$ cat src/sv/pf_dec_pkg.sv
`timescale 1ns / 1ps
// ----------------------------------------------------------------------------
// pf_dec_pkg
// Shared types, constants and letter helpers for the Playfair decryptor.
// ----------------------------------------------------------------------------
package pf_dec_pkg;

  localparam int unsigned LetterW = 5;
  localparam int unsigned CoordW  = 3;
  localparam int unsigned Side    = 5;
  localparam int unsigned Cells   = Side * Side;
  localparam int unsigned Alpha   = 26;

  localparam logic [LetterW-1:0] LetterI    = 5'd8;
  localparam logic [LetterW-1:0] LetterJ    = 5'd9;
  localparam logic [LetterW-1:0] LetterZ    = 5'd25;
  localparam logic [LetterW-1:0] CellsCode  = 5'(Cells);
  localparam logic [CoordW-1:0]  SideLast   = 3'(Side - 1);

  typedef enum logic {
    MODE_KEY  = 1'b0,
    MODE_PAIR = 1'b1
  } mode_t;

  typedef struct packed {
    logic               mode;
    logic [LetterW-1:0] first_letter;
    logic [LetterW-1:0] second_letter;
  } pf_in_t;

  typedef struct packed {
    logic [LetterW-1:0] plain_first;
    logic [LetterW-1:0] plain_second;
  } pf_out_t;

  typedef struct packed {
    logic key_write;
    logic latch;
    logic pos_read_in;
    logic fill_step;
    logic pos_read_lat;
    logic cell_read;
  } pf_cmd_t;

  typedef struct packed {
    logic complete;
    logic fill_last;
  } pf_stat_t;

  typedef struct packed {
    logic [CoordW-1:0] row;
    logic [CoordW-1:0] col;
  } pf_pos_t;

  function automatic logic [LetterW-1:0] norm_letter(input logic [LetterW-1:0] l);
    logic [LetterW-1:0] v;
    v = (l > LetterZ) ? LetterZ : l;
    if (v == LetterJ) begin
      v = LetterI;
    end
    return v;
  endfunction

  function automatic logic [CoordW-1:0] dec_wrap(input logic [CoordW-1:0] v);
    return (v == '0) ? SideLast : v - 3'd1;
  endfunction

  function automatic logic [LetterW-1:0] cell_index(input logic [CoordW-1:0] r,
                                                    input logic [CoordW-1:0] c);
    return ({2'b00, r} << 2) + {2'b00, r} + {2'b00, c};
  endfunction

endpackage

$ cat src/sv/pf_dec_ctrl.sv
`timescale 1ns / 1ps
// ----------------------------------------------------------------------------
// pf_dec_ctrl
// Sequencer: accepts items, runs the square fill and the pair lookup.
// ----------------------------------------------------------------------------
module pf_dec_ctrl (
  input  logic                clk,
  input  logic                rst,
  input  logic                start,
  input  logic                mode,
  input  pf_dec_pkg::pf_stat_t stat,
  output logic                busy,
  output pf_dec_pkg::pf_cmd_t  cmd
);
  import pf_dec_pkg::*;

  typedef enum logic [3:0] {
    S_IDLE = 4'b0001,
    S_FILL = 4'b0010,
    S_POS  = 4'b0100,
    S_CELL = 4'b1000
  } state_t;

  state_t state, state_next;
  logic   accept;

  assign busy   = (state != S_IDLE);
  assign accept = start && (state == S_IDLE);

  always_comb begin
    state_next = state;
    case (state)
      S_IDLE: begin
        if (accept && (mode == MODE_PAIR)) begin
          state_next = stat.complete ? S_CELL : S_FILL;
        end
      end
      S_FILL: begin
        if (stat.fill_last) begin
          state_next = S_POS;
        end
      end
      S_POS:   state_next = S_CELL;
      S_CELL:  state_next = S_IDLE;
      default: state_next = S_IDLE;
    endcase
  end

  always_ff @(posedge clk) begin
    if (rst) begin
      state <= S_IDLE;
    end else begin
      state <= state_next;
    end
  end

  always_comb begin
    cmd              = '0;
    cmd.key_write    = accept && (mode == MODE_KEY) && !stat.complete;
    cmd.latch        = accept && (mode == MODE_PAIR);
    cmd.pos_read_in  = accept && (mode == MODE_PAIR) && stat.complete;
    cmd.fill_step    = (state == S_FILL);
    cmd.pos_read_lat = (state == S_POS);
    cmd.cell_read    = (state == S_CELL);
  end

endmodule

$ cat src/sv/pf_dec_dp.sv
`timescale 1ns / 1ps
// ----------------------------------------------------------------------------
// pf_dec_dp
// Datapath: key square and position memories, fill walk, pair lookup.
// ----------------------------------------------------------------------------
module pf_dec_dp (
  input  logic                clk,
  input  logic                rst,
  input  pf_dec_pkg::pf_in_t   item,
  input  pf_dec_pkg::pf_cmd_t  cmd,
  output pf_dec_pkg::pf_stat_t stat,
  output logic                done,
  output pf_dec_pkg::pf_out_t  result
);
  import pf_dec_pkg::*;

  logic [LetterW-1:0] sq_mem  [Cells];
  pf_pos_t            pos_mem [Alpha];

  logic [Alpha-1:0]   used;
  logic [LetterW-1:0] fill_count;
  logic [CoordW-1:0]  fill_row;
  logic [CoordW-1:0]  fill_col;
  logic               complete;
  logic [LetterW-1:0] walk;
  logic [LetterW-1:0] a_lat;
  logic [LetterW-1:0] b_lat;
  pf_pos_t            pos1;
  pf_pos_t            pos2;

  logic [LetterW-1:0] in_a;
  logic [LetterW-1:0] in_b;
  logic [LetterW-1:0] place_letter;
  logic               place_ok;
  logic [LetterW-1:0] rd_a;
  logic [LetterW-1:0] rd_b;
  logic [LetterW-1:0] idx1;
  logic [LetterW-1:0] idx2;

  assign in_a = norm_letter(item.first_letter);
  assign in_b = norm_letter(item.second_letter);

  assign place_letter = cmd.key_write ? in_a : walk;
  assign place_ok     = (cmd.key_write || (cmd.fill_step && (walk != LetterJ))) &&
                        !used[place_letter] && (fill_count < CellsCode);

  assign stat.complete  = complete;
  assign stat.fill_last = (walk == LetterZ);

  always_ff @(posedge clk) begin
    if (rst) begin
      used       <= '0;
      fill_count <= '0;
      fill_row   <= '0;
      fill_col   <= '0;
      complete   <= 1'b0;
    end else begin
      if (place_ok) begin
        used[place_letter] <= 1'b1;
        fill_count         <= fill_count + 5'd1;
        if (fill_col == SideLast) begin
          fill_col <= '0;
          fill_row <= fill_row + 3'd1;
        end else begin
          fill_col <= fill_col + 3'd1;
        end
      end
      if (cmd.fill_step && stat.fill_last) begin
        complete <= 1'b1;
      end
    end
  end

  always_ff @(posedge clk) begin
    if (place_ok) begin
      sq_mem[fill_count]    <= place_letter;
      pos_mem[place_letter] <= '{row: fill_row, col: fill_col};
    end
  end

  always_ff @(posedge clk) begin
    if (cmd.latch) begin
      walk  <= '0;
      a_lat <= in_a;
      b_lat <= in_b;
    end else if (cmd.fill_step) begin
      walk <= walk + 5'd1;
    end
  end

  assign rd_a = cmd.pos_read_in ? in_a : a_lat;
  assign rd_b = cmd.pos_read_in ? in_b : b_lat;

  always_ff @(posedge clk) begin
    if (cmd.pos_read_in || cmd.pos_read_lat) begin
      pos1 <= pos_mem[rd_a];
      pos2 <= pos_mem[rd_b];
    end
  end

  always_comb begin
    if (pos1.col == pos2.col) begin
      idx1 = cell_index(dec_wrap(pos1.row), pos1.col);
      idx2 = cell_index(dec_wrap(pos2.row), pos2.col);
    end else if (pos1.row == pos2.row) begin
      idx1 = cell_index(pos1.row, dec_wrap(pos1.col));
      idx2 = cell_index(pos2.row, dec_wrap(pos2.col));
    end else begin
      idx1 = cell_index(pos1.row, pos2.col);
      idx2 = cell_index(pos2.row, pos1.col);
    end
  end

  always_ff @(posedge clk) begin
    if (cmd.cell_read) begin
      result.plain_first  <= sq_mem[idx1];
      result.plain_second <= sq_mem[idx2];
    end
  end

  always_ff @(posedge clk) begin
    if (rst) begin
      done <= 1'b0;
    end else begin
      done <= cmd.cell_read;
    end
  end

endmodule

$ cat src/sv/playfair_decrypt_top.sv
`timescale 1ns / 1ps
// ----------------------------------------------------------------------------
// playfair_decrypt_top
// Playfair decryptor: builds the key square, then decrypts letter pairs.
// ----------------------------------------------------------------------------
// Key letter: busy stays low, so the next item may follow in the next cycle.
// Pair with square complete: positions read at transfer, then square read
// registers result and done strobe; busy during the square read, so a new
// pair waits for both. First pair: alphabet fill walk, then both reads.
// Synchronous reset empties the square; the receiver cannot stall.
module playfair_decrypt_top (
  input  logic               clk,
  input  logic               rst,
  input  logic               start,
  output logic               busy,
  input  pf_dec_pkg::pf_in_t  item,
  output logic               done,
  output pf_dec_pkg::pf_out_t result
);
  import pf_dec_pkg::*;

  pf_cmd_t  cmd;
  pf_stat_t stat;

  pf_dec_ctrl u_ctrl (
    .clk   (clk),
    .rst   (rst),
    .start (start),
    .mode  (item.mode),
    .stat  (stat),
    .busy  (busy),
    .cmd   (cmd)
  );

  pf_dec_dp u_dp (
    .clk    (clk),
    .rst    (rst),
    .item   (item),
    .cmd    (cmd),
    .stat   (stat),
    .done   (done),
    .result (result)
  );

endmodule

$ cat config.mk
export PLATFORM = sky130hd
export DESIGN_NAME = playfair_decrypt_top
export DESIGN_NICKNAME = d
export VERILOG_FILES = /design/src/sv/pf_dec_pkg.sv /design/src/sv/pf_dec_ctrl.sv /design/src/sv/pf_dec_dp.sv /design/src/sv/playfair_decrypt_top.sv
export SDC_FILE = /design/constraint.sdc
export NUM_CORES = 1
export LEC_CHECK = 0
export ABC_AREA = 1
export BUFFER_PORTS_ARGS = -buffer_cell sky130_fd_sc_hd__buf_2
export CORE_ASPECT_RATIO = 1.4
export CORE_MARGIN = 5
export CORE_UTILIZATION = 64
export DETAILED_ROUTE_END_ITERATION = 10
export PLACE_DENSITY_LB_ADDON = 0.3
export SLEW_MARGIN = 30
export SYNTH_ARGS = -nofsm -noshare
export SYNTH_HDL_FRONTEND = slang
export SYNTH_SLANG_ARGS = --single-unit
$ cat constraint.sdc
create_clock -name clk -period 3.8 [get_ports clk]
set_clock_uncertainty 0.2 [all_clocks]
set_input_delay 0.38 -clock clk [delete_from_list [all_inputs] [get_ports clk]]
set_output_delay 0.38 -clock clk [all_outputs]
set_load 0.005 [all_outputs]
==> impl_metrics.tcl <==
set metrics [dict create \
    initial_utilization 0.643 \
    die_x_um 156 \
    cp-start-kind "flip-flop" \
    tns_ns 0 \
    dpl.cell_count 2482 \
    synth_nets 2167 \
    synthTopCellsByArea "edfxtp_1 (49%), nand2_1 (8.4%), o211ai_1 (7.2%), nand3_1 (6.6%), dfxtp_1 (5.0%)" \
    routedWlPerCell_um 21.1 \
    clockBufferDepth 3 \
    num_rows 75 \
    drt-total-wl_um 53900 \
    irDropWorstVdd_mv 0.432 \
    fin_cells 2554 \
    core_area_um2 29700 \
    insertion_delay_ns 0.54 \
    yosysWarnings 0 \
    floorplan.die_area_um2 33500 \
    p_per_area_nw_per_um2 416 \
    ys_ff_latch 361 \
    syn_area_per_cell_um2 9.04 \
    p_leak_uw 0.00837 \
    finalSetupViolations 0 \
    io_buffers 25 \
    fin_crit_sh 0.964 \
    netlist.area_leader.share 0.492 \
    drtPass1Iterations 6 \
    cts_max_level 2 \
    end_kind "flip-flop" \
    tightest_slew_ns 0.821 \
    timing_hold_violations_final 0 \
    ys_seq_area_frac 0.542 \
    vias_per_cell 6.22 \
    synth.cell_area_um2 19100 \
    max_freq_ghz 0.273 \
    cts.clk_slew.worst_paths_ns 0.06 \
    num_antenna_cells 0 \
    die_y_um 215 \
    yosysTopAreaCell "edfxtp_1" \
    ys_types 39 \
    vias 15900 \
    hold_ws_ns 0.0266 \
    place_hpwl_um 36900 \
    cp_max_fo 9 \
    grt_pass1_wl_um 82900 \
    fin_nets 2195 \
    drc 0 \
    hp-class "in -> reg" \
    antenna_found_initial 0 \
    final_cell_mix "nand2_1 (428), edfxtp_1 (313), nand3_1 (252)" \
    place.gp.congestion 0.960 \
    finalCriticalPeriod_ns 3.66 \
    slew_violations 0 \
    worstSetupPathType "reg -> reg" \
    syn_inst 2114 \
    postRouteAntennaNets 0 \
    gr-total-overflow 0 \
    status "finished clean" \
    cts_tree "done" \
    grt_pass1_vias 15300 \
    io_pins 26 \
    crit_required_ns 3.89 \
    track_usage 0.317 \
    cap_violations 0 \
    grt_max_degree 151 \
    final_common_cell "nand2_1" \
    cts-root-buf "clkbuf_16" \
    layout-drive-gt1-share 0.0968 \
    drtIter0Drc 1482 \
    area_growth_pct 11.4 \
    cp.arrival_ns 3.76 \
    slew_headroom 0.449 \
    cts_sinks 361 \
    numCtsBuffers 37 \
]
-- power by group --
group	total, uW	leakage (uW)	switching (uW)	internal [uW]
clock	3800	0.000621	1520	2270
combinational	680	0.00446	507	173
sequential	4370	0.00329	20.2	4350
-- layer usage --
metal | vias up | wire, um | global-route usage
met5 | - | 0 | 0
met4 | 0 | 3620 | 0.188
met3 | 207 | 3340 | 0.0388
met2 | 792 | 27900 | 0.564
met1 | 7464 | 19000 | 0.361
li1 | 7419 | - | -
-- flip-flops by register name, summed over array words and instances, names as in the netlist --
name and count:
u_dp.fill_row 3, u_ctrl.state 4, u_dp.used 26, u_dp.done 1
u_dp.complete 1, u_dp.a_lat 5, u_dp.fill_count 5, u_dp.pos2 6
u_dp.result 10, u_dp.pos_mem 156, u_dp.pos1 6, u_dp.fill_col 3
u_dp.b_lat 5, u_dp.walk 5, u_dp.sq_mem 125
-- logic make-up after synthesis --
logic type	Yosys count	synth area share
xor+xnor	19	0.00870
flops	361	0.542
buf+inv	371	0.0762
fa+ha+maj	39	0.0279
compound gates	498	0.161
simple gates	826	0.185
-- stage by stage --
stage / worst slack (ns) / util / area [um2] / power, uW
detailed placement: 0.0387 / 0.670 / 19900 / 5120
global route: -0.00421 / 0.716 / 21300 / 9110
CTS: 0.0473 / 0.714 / 21300 / 8860
floorplan: 0.393 / - / 19100 / 4880
global placement: 0.120 / 0.670 / 19900 / 5100
finish: 0.138 / 0.716 / 21300 / 8850
-- Yosys cell counts, drive strengths merged --
| cell | count |
|---|---|
| nand2 | 441 |
| edfxtp | 313 |
| nand3 | 254 |
| inv | 250 |
| o211ai | 184 |
| o21ai | 148 |
| a21oi | 132 |
| nor2 | 114 |
| clkbuf | 68 |
| buf | 50 |
| dfxtp | 48 |
| ha | 33 |
| o21bai | 23 |
| xnor2 | 10 |
| xor2 | 9 |
| nand4 | 7 |
| fa | 6 |
| nor3 | 5 |
| o21a | 5 |
| clkinv | 3 |
| o31ai | 3 |
| or2 | 3 |
| a211oi | 1 |
| a21boi | 1 |
| and2 | 1 |
| nor4 | 1 |
| o32ai | 1 |
-- final cells by class --
cell class              instances  area [um2]
clock buffers                  46        1030
inverters                     253         950
well taps                     385         482
flip-flops and latches        361       10400
clock inverters                20         238
fillers                      2201        8450
repair buffers                107         880
multi-input cells            1382        7350
-- path summary, 6_finish.rpt --
| kind | cells after the start | startpoint | slack, ns | endpoint |
|---|---|---|---|---|
| max | 15 | u_dp.pos2[3] | 0.14 | u_dp.result[2] |
| min reg2reg | 2 | u_dp.used[25] | 0.26 | u_dp.used[25] |
| min | 3 | item[6] | 0.03 | u_dp.a_lat[1] |
| max reg2reg | 15 | u_dp.pos2[3] | 0.14 | u_dp.result[2] |
-- critical path, cell delays in order, from the launching register on --
cell	delay (ns)
edfxtp_1	0.47
nor2_1	0.11
ha_1	0.20
nor2_1	0.16
inv_1	0.08
fa_1	0.51
inv_1	0.07
fa_1	0.43
xnor2_1	0.14
nand2_1	0.08
nand2_1	0.14
clkinv_1	0.31
nand3_1	0.24
nand2_1	0.07
nand2_1	0.14
nand2_1	0.08
-- what timing repair did --
action,4_1_cts,5_1_grt
endpoints found under the setup margin,0,10
hold buffers,4,0
setup buffers,0,2
gates resized for setup,0,6
endpoints found under the hold margin,4,0
Power figures use the tool's default switching activity.
